==> config.mk <==
export PLATFORM = sky130hd
export DESIGN_NAME = crs_tdiv
export DESIGN_NICKNAME = d
export VERILOG_FILES = /design/src/crs_pkg.sv /design/src/crs_tdiv.sv
export SDC_FILE = /design/constraint.sdc
export NUM_CORES = 1
export LEC_CHECK = 0
export BUFFER_PORTS_ARGS = -buffer_cell sky130_fd_sc_hd__buf_2
export CORE_MARGIN = 4
export CORE_UTILIZATION = 55
export DETAILED_ROUTE_END_ITERATION = 8
export GPL_ROUTABILITY_DRIVEN = 0
export PLACE_DENSITY = 0.8
export SYNTH_ARGS = -nofsm -noshare
export SYNTH_HDL_FRONTEND = slang
export SYNTH_SLANG_ARGS = --single-unit
export TNS_END_PERCENT = 50
==> constraint.sdc <==
create_clock -name i_clk -period 3.5 [get_ports i_clk]
set_clock_uncertainty 0.1 [all_clocks]
set_input_delay 0.7 -clock i_clk [delete_from_list [all_inputs] [get_ports i_clk]]
set_output_delay 0.7 -clock i_clk [all_outputs]
set_load 0.03 [all_outputs]
==> src/crs_pkg.sv <==
// Shared types, codes and sizes of the Catmull-Rom curve sampler.
`default_nettype none
package crs_pkg;

    localparam int MAX_POINTS  = 64;
    localparam int ADDR_W      = 6;
    localparam int CNT_W       = 7;
    localparam int MAX_SEG_SMP = 32;
    localparam int COORD_W     = 32;
    // Horner accumulator: coefficients reach about 12 * 2^31, partial sums about 24 * 2^31
    localparam int ACC_W       = 40;
    localparam int T_W         = 16;

    // opcodes
    localparam logic [1:0] OP_START  = 2'd0;
    localparam logic [1:0] OP_APPEND = 2'd1;
    localparam logic [1:0] OP_SAMPLE = 2'd2;
    localparam logic [1:0] OP_NOP    = 2'd3;

    // configuration register indexes
    localparam logic CFG_CLOSED = 1'b0;
    localparam logic CFG_SPS    = 1'b1;

    // Horner step selects the coefficient that is added
    localparam logic [1:0] STEP_B  = 2'd0;
    localparam logic [1:0] STEP_A  = 2'd1;
    localparam logic [1:0] STEP_P1 = 2'd2;

    typedef struct packed {
        logic [1:0]                opcode;
        logic signed [COORD_W-1:0] point_x;
        logic signed [COORD_W-1:0] point_y;
        logic signed [COORD_W-1:0] point_z;
    } t_in_beat;

    typedef struct packed {
        logic signed [COORD_W-1:0] sample_x;
        logic signed [COORD_W-1:0] sample_y;
        logic signed [COORD_W-1:0] sample_z;
        logic                      last_sample;
        logic                      exhausted;
    } t_out_beat;

    typedef struct packed {
        logic signed [COORD_W-1:0] x;
        logic signed [COORD_W-1:0] y;
        logic signed [COORD_W-1:0] z;
    } t_point;

    typedef struct packed {
        logic       shift;
        logic       coef;
        logic       mul;
        logic       acc;
        logic [1:0] step;
    } t_lane_ctl;

endpackage
`default_nettype wire

==> src/crs_tdiv.sv <==
// Serial divider for t = k * 65536 / s, one quotient bit per cycle.
`default_nettype none
module crs_tdiv (
    input  wire                        i_clk,
    input  wire                        i_rst_n,
    input  wire                        i_start,
    input  wire  [5:0]                 i_k,
    input  wire  [5:0]                 i_s,
    output logic [crs_pkg::T_W-1:0]    o_q,
    output logic                       o_busy
);
    logic [4:0]              r_cnt, n_cnt;
    logic [5:0]              r_rem, n_rem;
    logic [5:0]              r_s;
    logic [crs_pkg::T_W-1:0] r_q, n_q;
    logic [6:0]              rem2;

    // k < s, so the remainder stays below s
    always_comb begin
        rem2  = {r_rem, 1'b0};
        n_cnt = r_cnt;
        n_rem = r_rem;
        n_q   = r_q;
        if (r_cnt != 5'd0) begin
            n_cnt = r_cnt - 5'd1;
            if (rem2 >= {1'b0, r_s}) begin
                n_rem = 6'(rem2 - {1'b0, r_s});
                n_q   = {r_q[crs_pkg::T_W-2:0], 1'b1};
            end else begin
                n_rem = rem2[5:0];
                n_q   = {r_q[crs_pkg::T_W-2:0], 1'b0};
            end
        end
    end

    always_ff @(posedge i_clk) begin
        if (!i_rst_n) begin
            r_cnt <= 5'd0;
        end else if (i_start) begin
            r_cnt <= 5'(crs_pkg::T_W);
        end else begin
            r_cnt <= n_cnt;
        end
    end

    always_ff @(posedge i_clk) begin
        if (i_start) begin
            r_rem <= i_k;
            r_s   <= i_s;
            r_q   <= '0;
        end else begin
            r_rem <= n_rem;
            r_q   <= n_q;
        end
    end

    assign o_q    = r_q;
    assign o_busy = (r_cnt != 5'd0);
endmodule
`default_nettype wire

==> impl_metrics.yaml <==
worst_setup_path:
  critPathLaunchType: "register"
  arrival_ns: 2.08
  crit_type: "reg2out"
  max_stage_delay_ns: 0.51
  path_common_cell: "inv_1"
  critPathMaxFanout: 17
  critical-path-slowest-cell: "or3b_2"
  required_ns: 2.70
  path_cells: "inv_1 > ha_1 > or3b_2 > nor2_4 > inv_1 > buf_2"
  endpoint_kind: "output pin"
finish:
  fillerInstances: 210
  seqCellArea_um2: 781
  area_delta_synth_final_pct: 15.2
  multi_input_area_um2: 693
  stdcell_count: 224
  stdcell_area_mm2: 0.00177
  drive_gt1_share_pct: 24.7
  nNetsFinal: 216
  diodes: 0
cts:
  clock-sinks: 33
  numCtsBuffers: 5
  h-tree-depth: 2
  clkLatencyLatePin_ns: 0.32
  post_cts_buffers: 0
  clock_path_buffers: 2
  cts_tree: "built"
  clkTransAtPathRegs_ns: 0.10
  postCtsHoldBufs: 0
  ctsResizeCount: 0
  root_buffer: "clkbuf_4"
sta:
  setup_violations: 0
  tns_ns: 0
  worst_pin_slew_ns: 0.692
  hold_viol_final: 0
  rsz0062_at_grt: "false"
  fin_crit_ns: 2.88
  timing.fmax_ghz: 0.348
  maxSlewHeadroom_pct: 53.9
  hold-worst-slack_ns: 0.371
  fin_ws_ns: 0.625
  slew_viol_final: 0
  fin_crit_sh_pct: 82.2
placed_design:
  hpwl_um: 2150
  port_buffers: 31
  pre_cts_ws_ns: 0.937
  dp.cells: 216
  dpl_cell_area_mm2: 0.00171
floorplanning:
  start_util_pct: 59.8
  ios: 32
  core_area_mm2: 0.00257
  die_x_um: 60.9
  die-area_mm2: 0.00370
  num_rows: 18
  die_y_um: 60.9
logic_synthesis:
  syn_avg_cell_area_um2: 9.60
  synth_top_area_share_pct: 27.4
  synth_top_cell_by_area: "dfxtp_1"
  yosysWarnings: 0
  synth_edf_count: 12
  async_reset_ff_share_pct: 0
  syn-cell-area_mm2: 0.00154
  synth_most_common_cell: "nand2_1"
  syn-instance-count: 160
  ys_top_cells_by_area: "dfxtp_1, edfxtp_1, nand2_1"
  ys_seq_area_share_pct: 50.8
  synth_common_cells: "nand2_1, a21oi_1, dfxtp_1"
  synth-seq-cells: 33
  syn-num-nets: 183
  ys.flop_type: "dfxtp_1"
  synthDistinctLibCells: 31
power_and_ir_drop:
  netSwitchingFraction_pct: 35.5
  leakage_nw: 0.748
  pwr-share-comb_pct: 38.5
  power_frac_seq_pct: 42.9
  clockPowerShare_pct: 18.7
  vdd_drop_max_v: 0.000500
  cellPowerDensity_mw_per_mm2: 657
  p_int_w: 0.000750
  power.switching_w: 0.000412
route:
  drt_iter0_markers: 31
  drt_pass1_iterations: 4
  ant_nets: 0
  drt-total-wl_um: 2980
  avgRoutedWirePerCell_um: 13.3
  drc: 0
  vias_per_cell: 5.18
  vias: 1161
status:
  outcome: "finished, final reports clean"
grt:
  grt_pass1_vias: 1166
  grt_pass1_wl_um: 5020
  gr-total-overflow: 0
  track_usage_pct: 18.6
  antenna_found_initial: 0
  grt_max_degree: 40
job:
  cap_violations: 0
worst_hold_path:
  hold_class: "reg2reg"
[kinds of logic after synthesis]
group	share of synthesized area, %
xor gates and xnor gates	3.42
muxes	2.04
AOI/OAI and AO/OA	13.8
adders and majority gates	7.00
and+or+nand+nor	18.8
buffers and inverters	4.07
DFF	50.8
[metrics by stage]
step / total power, W / util (%)
6_report: 0.00116 / 69.0
5_1_grt: 0.00125 / 69.0
4_1_cts: 0.00117 / 69.0
3_5_place_dp: 0.000952 / 66.7
3_3_place_gp: 0.000937 / 66.7
2_1_floorplan: 0.000862 / -
[final timing paths]
path	slack [ns]	start	to	cells after the start
worst max-delay path	0.62	r_cnt[0]	o_busy	6
worst min register to register	0.37	o_q[15]	o_q[15]	2
worst max register to register	0.92	r_rem[0]	r_rem[1]	7
worst min-delay path	0.37	o_q[15]	o_q[15]	2
[registers in the layout (all words and copies together) (netlist names)]
signal / count
r_cnt: 5
r_rem: 6
o_q: 16
r_s: 6
[cell type report]
class                   instances  area share, %
well taps                      30           2.12
repair buffers                 32           9.19
inverters                      10           2.12
multi-input cells             111           39.2
clock buffers                   8           3.32
flip-flops and latches         33           44.1
[cell usage in the layout (no fill, tap or decap), drive strengths merged, types with 5 or more instances in the layout]
cell    count
dfxtp      21
buf        32
clkbuf      8
ha          7
xnor2       5
a21oi      22
edfxtp     12
nand2      32
inv        10
nor2       13
nand2b      5
[worst max-delay path: cells and delay by family, from the launching register on]
kind	cells	cell delay, ns
flops	1	0.32
simple gates	2	0.86
fa+ha+maj	1	0.18
buf+inv	3	0.39
[layer usage]
layer	track usage, %	wire length [um]
met3	5.53	141
met4	9.29	65
met5	0	0
met1	21.5	1290
met2	31.3	1480
[power groups by stage]
| stage | sequential [W] | combinational [W] | clock (W) |
|---|---|---|---|
| detailed placement | 0.000507 | 0.000445 | 0 |
| CTS | 0.000499 | 0.000449 | 0.000222 |
| global placement | 0.000505 | 0.000432 | 0 |
| floorplan | 0.000513 | 0.000349 | 0 |
| global route | 0.000505 | 0.000496 | 0.000248 |
| finish | 0.000499 | 0.000447 | 0.000217 |
No activity file was read; power rests on OpenSTA's default activity.
