$ cat src/crs_pkg.sv
// Shared types, codes and sizes of the Catmull-Rom curve sampler.
`default_nettype none
package crs_pkg;

    localparam int MAX_POINTS  = 64;
    localparam int ADDR_W      = 6;
    localparam int CNT_W       = 7;
    localparam int MAX_SEG_SMP = 32;
    localparam int COORD_W     = 32;
    // Horner accumulator: coefficients reach about 12 * 2^31, partial sums about 24 * 2^31
    localparam int ACC_W       = 40;
    localparam int T_W         = 16;

    // opcodes
    localparam logic [1:0] OP_START  = 2'd0;
    localparam logic [1:0] OP_APPEND = 2'd1;
    localparam logic [1:0] OP_SAMPLE = 2'd2;
    localparam logic [1:0] OP_NOP    = 2'd3;

    // configuration register indexes
    localparam logic CFG_CLOSED = 1'b0;
    localparam logic CFG_SPS    = 1'b1;

    // Horner step selects the coefficient that is added
    localparam logic [1:0] STEP_B  = 2'd0;
    localparam logic [1:0] STEP_A  = 2'd1;
    localparam logic [1:0] STEP_P1 = 2'd2;

    typedef struct packed {
        logic [1:0]                opcode;
        logic signed [COORD_W-1:0] point_x;
        logic signed [COORD_W-1:0] point_y;
        logic signed [COORD_W-1:0] point_z;
    } t_in_beat;

    typedef struct packed {
        logic signed [COORD_W-1:0] sample_x;
        logic signed [COORD_W-1:0] sample_y;
        logic signed [COORD_W-1:0] sample_z;
        logic                      last_sample;
        logic                      exhausted;
    } t_out_beat;

    typedef struct packed {
        logic signed [COORD_W-1:0] x;
        logic signed [COORD_W-1:0] y;
        logic signed [COORD_W-1:0] z;
    } t_point;

    typedef struct packed {
        logic       shift;
        logic       coef;
        logic       mul;
        logic       acc;
        logic [1:0] step;
    } t_lane_ctl;

endpackage
`default_nettype wire

$ cat src/crs_lane.sv
// One coordinate lane: neighbor window, cubic coefficients and Horner evaluation.
`default_nettype none
module crs_lane (
    input  wire                               i_clk,
    input  wire  crs_pkg::t_lane_ctl          i_ctl,
    input  wire  signed [crs_pkg::COORD_W-1:0] i_point,
    input  wire  [crs_pkg::T_W-1:0]           i_t,
    output logic signed [crs_pkg::COORD_W-1:0] o_result
);
    localparam int AW = crs_pkg::ACC_W;
    localparam int PW = crs_pkg::ACC_W + crs_pkg::T_W + 1;

    logic signed [AW-1:0] r_p0, r_p1, r_p2, r_p3;
    logic signed [AW-1:0] r_a, r_b, r_d, r_r;
    logic signed [PW-1:0] r_prod;
    logic signed [AW-1:0] c_val, b_val, a_val, add_val, v;
    logic signed [PW-1:0] rnd;
    logic signed [AW-1:0] sat_hi, sat_lo;

    // coefficients of the uniform cubic
    always_comb begin
        a_val = r_p2 - r_p0;
        b_val = (r_p0 <<< 1) - (r_p1 <<< 2) - r_p1 + (r_p2 <<< 2) - r_p3;
        c_val = r_p3 - r_p0 + (r_p1 <<< 1) + r_p1 - (r_p2 <<< 1) - r_p2;
    end

    // round half up of prod / 65536, then add the step coefficient
    always_comb begin
        rnd = (r_prod + PW'(32768)) >>> 16;
        case (i_ctl.step)
            crs_pkg::STEP_B:  add_val = r_b;
            crs_pkg::STEP_A:  add_val = r_a;
            crs_pkg::STEP_P1: add_val = r_d;
            default:          add_val = r_d;
        endcase
    end

    always_ff @(posedge i_clk) begin
        if (i_ctl.shift) begin
            r_p0 <= r_p1;
            r_p1 <= r_p2;
            r_p2 <= r_p3;
            r_p3 <= AW'(i_point);
        end
        if (i_ctl.coef) begin
            r_a <= a_val;
            r_b <= b_val;
            r_d <= r_p1 <<< 1;
            r_r <= c_val;
        end
        if (i_ctl.mul) begin
            r_prod <= r_r * $signed({1'b0, i_t});
        end
        if (i_ctl.acc) begin
            r_r <= rnd[AW-1:0] + add_val;
        end
    end

    // halve with half-up rounding and saturate
    always_comb begin
        v      = (r_r + AW'(1)) >>> 1;
        sat_hi = AW'({1'b0, {(crs_pkg::COORD_W-1){1'b1}}});
        sat_lo = -sat_hi - AW'(1);
        if (v > sat_hi) begin
            o_result = sat_hi[crs_pkg::COORD_W-1:0];
        end else if (v < sat_lo) begin
            o_result = sat_lo[crs_pkg::COORD_W-1:0];
        end else begin
            o_result = v[crs_pkg::COORD_W-1:0];
        end
    end
endmodule
`default_nettype wire

$ cat config.mk
export PLATFORM = sky130hd
export DESIGN_NAME = crs_lane
export DESIGN_NICKNAME = d
export VERILOG_FILES = /design/src/crs_pkg.sv /design/src/crs_lane.sv
export SDC_FILE = /design/constraint.sdc
export NUM_CORES = 2
export LEC_CHECK = 0
export BUFFER_PORTS_ARGS = -buffer_cell sky130_fd_sc_hd__buf_2
export CAP_MARGIN = 20
export CORE_AREA = 2 2 289 291
export DETAILED_ROUTE_END_ITERATION = 6
export DIE_AREA = 0 0 291 293
export PLACE_DENSITY = 0.73
export REMOVE_ABC_BUFFERS = 1
export SLEW_MARGIN = 0
export SYNTH_ARGS = -nofsm -noshare
export SYNTH_HDL_FRONTEND = slang
export SYNTH_SLANG_ARGS = --single-unit
export TNS_END_PERCENT = 5
$ cat constraint.sdc
create_clock -name i_clk -period 9.2 [get_ports i_clk]
set_clock_uncertainty 0.2 [all_clocks]
set_input_delay 0.92 -clock i_clk [delete_from_list [all_inputs] [get_ports i_clk]]
set_output_delay 0.92 -clock i_clk [all_outputs]
set_load 0.01 [all_outputs]
==> results.py <==
metrics = {
    "worst_setup_path": {
        "largest_driver_fanout_on_the_critical_path": 20,
        "setup.worst_path.end_class": "flop",
        "worst_ep_required_time_ps": 9270,
        "worstReg2RegEnd": "r_prod[54]",
        "reg2reg_depth": 21,
        "rr_startpoint": "r_r[6]",
        "timing.critical_path.arrival_ps": 8100,
        "cp-start-kind": "flop",
        "setup.reg_to_reg.worst_slack_ps": 1180,
        "crit_type": "reg -> reg",
    },
    "clock_network": {
        "postCtsSetupBuffers": 0,
        "cts_hold_buf": 0,
        "cts_inserted_buffers": 35,
        "tritoncts": "done",
        "cts.clk_slew.worst_paths_ps": 60,
        "clk_latency_ps": 530,
        "clock_path_buffers": 3,
        "postCtsResizedCells": 0,
        "cts-root-buf": "sky130_fd_sc_hd__clkbuf_16",
        "tritoncts_num_sinks": 312,
        "cts.htree.levels": 2,
    },
    "place": {
        "port_buffers": 86,
        "gp_congestion": 0.893,
        "dp_worst_setup_slack_ps": 836,
        "hpwlAfterDp_um": 82700,
    },
    "global_routing": {
        "grt_pass1_vias": 33198,
        "grt_start_max_net_pins": 73,
        "grt_antenna_before_repair": 1,
        "grt_pass1_wl_um": 174000,
        "grt_remaining_overflow": 0,
        "grt.total_usage_pct": 25.6,
    },
    "sta": {
        "finalMaxSlewViolations": 0,
        "setup_viol": 0,
        "final_period_minus_worst_setup_slack_ps": 8020,
        "fin_tns_setup_ps": 0,
        "post-route-worst-setup-slack_ps": 1180,
        "timing_hold_violations_final": 0,
        "worst_slew_pin_slew_ps": 1170,
        "timing.max_slew.rel_slack_pct": 22.1,
        "min_period_over_period_pct": 87.2,
        "timing.hold.ws_ps": 325,
        "fmax_ghz": 0.125,
        "rsz0062_at_grt": "no",
    },
    "yosys": {
        "ys_top_cells_by_area": "sky130_fd_sc_hd__fa_1, sky130_fd_sc_hd__edfxtp_1, sky130_fd_sc_hd__ha_1",
        "yosysWarnings": 0,
        "synth_cell_type_count": 86,
        "synthCells": 4573,
        "ys.flop_type": "sky130_fd_sc_hd__edfxtp_1",
        "netlist.top_cell.by_area": "sky130_fd_sc_hd__fa_1",
        "async_set_reset_flop_share_out_of_synthesis_pct": 0,
        "post_synth_instance_area_um2": 45500,
        "yosys_register_bits": 312,
        "synthesis.area_per_instance_um2": 9.96,
        "synth_edf_count": 312,
        "synth_top_area_share_pct": 36.2,
        "proportion_of_synthesized_chip_area_in_sequential_cells_pct": 20.6,
    },
    "worst_hold_path": {
        "min_to": "r_p2[0]",
        "whs_path_depth": 0,
        "hold_start": "r_p3[0]",
        "holdCritPathClass": "reg -> reg",
    },
    "detailed_routing": {
        "via_count": 31220,
        "wl_per_cell_um": 18.5,
        "drt_drc_violations_left": 0,
        "wirelength_um": 104000,
        "detail_route.vias_per_cell": 5.54,
        "drt_first_pass_iters": 5,
        "drt_first_iter_violations": 2061,
        "ant_nets": 0,
    },
    "floorplanning": {
        "ios": 87,
        "core_area_um2": 81800,
        "die_width_um": 291,
        "rows": 105,
        "floorplan.die_area_um2": 85300,
        "floorplan.initialDensity_pct": 55.6,
        "dieHeight_um": 293,
    },
    "final_layout": {
        "layout.cells.most_common": "sky130_fd_sc_hd__inv_1",
        "fillerInstances": 6865,
        "final_util_pct": 58.6,
        "synthToLayoutAreaGrowth_pct": 5.44,
        "layout.cells.most_common_list": "sky130_fd_sc_hd__inv_1, sky130_fd_sc_hd__fa_1, sky130_fd_sc_hd__nand2_1",
        "final_layout_size_suffix_gt1_share_pct": 4.49,
        "fin_nets": 5702,
        "n_antenna_cell": 0,
    },
    "outcome": {
        "run_status": "finished, final reports clean",
    },
    "job": {
        "max_cap_violations": 0,
    },
}
[cells by family after synthesis]
logic type / synth area share, %
AOI/OAI and AO/OA: 8.45
adders and majority gates: 44.0
muxes: 0.816
xor gates and xnor gates: 4.44
buffers and inverters: 8.74
DFF: 20.6
and+or+nand+nor: 13.0
[worst max-delay path: stages (launching register included)]
cell and delay [ps]:
sky130_fd_sc_hd__edfxtp_1 950, sky130_fd_sc_hd__nand2_1 190, sky130_fd_sc_hd__fa_1 570, sky130_fd_sc_hd__inv_1 50, sky130_fd_sc_hd__fa_1 510, sky130_fd_sc_hd__fa_1 460
sky130_fd_sc_hd__fa_1 540, sky130_fd_sc_hd__fa_1 550, sky130_fd_sc_hd__inv_1 60, sky130_fd_sc_hd__fa_1 550, sky130_fd_sc_hd__inv_1 50, sky130_fd_sc_hd__ha_1 390
sky130_fd_sc_hd__a211oi_1 270, sky130_fd_sc_hd__o21ai_0 160, sky130_fd_sc_hd__a221oi_1 490, sky130_fd_sc_hd__o211ai_1 290, sky130_fd_sc_hd__o31ai_1 470, sky130_fd_sc_hd__a31oi_1 210
sky130_fd_sc_hd__a41oi_1 360, sky130_fd_sc_hd__nand2b_1 140, sky130_fd_sc_hd__a21oi_1 190, sky130_fd_sc_hd__xnor2_1 80
[per-layer routing]
| layer | vias to the layer above | share of wire (%) | global-route usage [%] | routed length [um] |
|---|---|---|---|---|
| met3 | 166 | 7.3 | 4.30 | 7570 |
| met5 | - | 0 | 0 | 0 |
| met1 | 15611 | 44 | 36.9 | 46200 |
| met4 | 0 | 2.5 | 6.62 | 2660 |
| met2 | 1048 | 46 | 40.6 | 47900 |
| li1 | 14395 | - | - | - |
[registers in the layout (all words and copies together) (netlist names)]
signal and count:
r_r 40, r_b 38, r_p0 32, r_a 33, r_prod 41, r_p1 32, r_d 32, r_p2 32
r_p3 32
[how the worst max path moves through the flow]
stage | from | endpoint | slack, ps | cells after the start
2_1_floorplan | i_t[7] | r_prod[37] | 2170 | 22
3_3_place_gp | i_t[13] | r_prod[54] | 890 | 23
3_5_place_dp | i_t[13] | r_prod[54] | 840 | 23
4_1_cts | r_r[13] | r_prod[54] | 1140 | 22
5_1_grt | r_r[6] | r_prod[47] | 770 | 21
6_report | r_r[6] | r_prod[54] | 1180 | 21
[cell type report]
type	instances	area [um^2]	area share [%]
Clock inverter	21	265	0.553
Tap cell	1070	1340	2.79
Multi-Input combinational cell	3216	32200	67.0
Inverter	858	3220	6.71
Timing Repair Buffer	119	687	1.43
Clock buffer	41	941	1.96
Sequential cell	312	9370	19.5
[stage by stage]
step / cell area, um^2 / cells
6_report: 48000 / 5637
5_1_grt: 48000 / 5637
4_1_cts: 48000 / 5637
3_5_place_dp: 46800 / 5575
3_3_place_gp: 46800 / 5575
2_1_floorplan: 44800 / 4386
[cells in the mapped netlist, types with 90 or more instances]
cell type and n:
sky130_fd_sc_hd__xnor2_1 139, sky130_fd_sc_hd__o21ai_0 129, sky130_fd_sc_hd__edfxtp_1 312, sky130_fd_sc_hd__xor2_1 90
sky130_fd_sc_hd__clkbuf_1 148, sky130_fd_sc_hd__fa_1 824, sky130_fd_sc_hd__and2_1 239, sky130_fd_sc_hd__a21oi_1 180
sky130_fd_sc_hd__nand2_1 582, sky130_fd_sc_hd__ha_1 281, sky130_fd_sc_hd__inv_1 858, sky130_fd_sc_hd__nor2_1 128
Power is not shown: default switching activity piles up to over one toggle a cycle in this logic, so the estimate is an artifact.
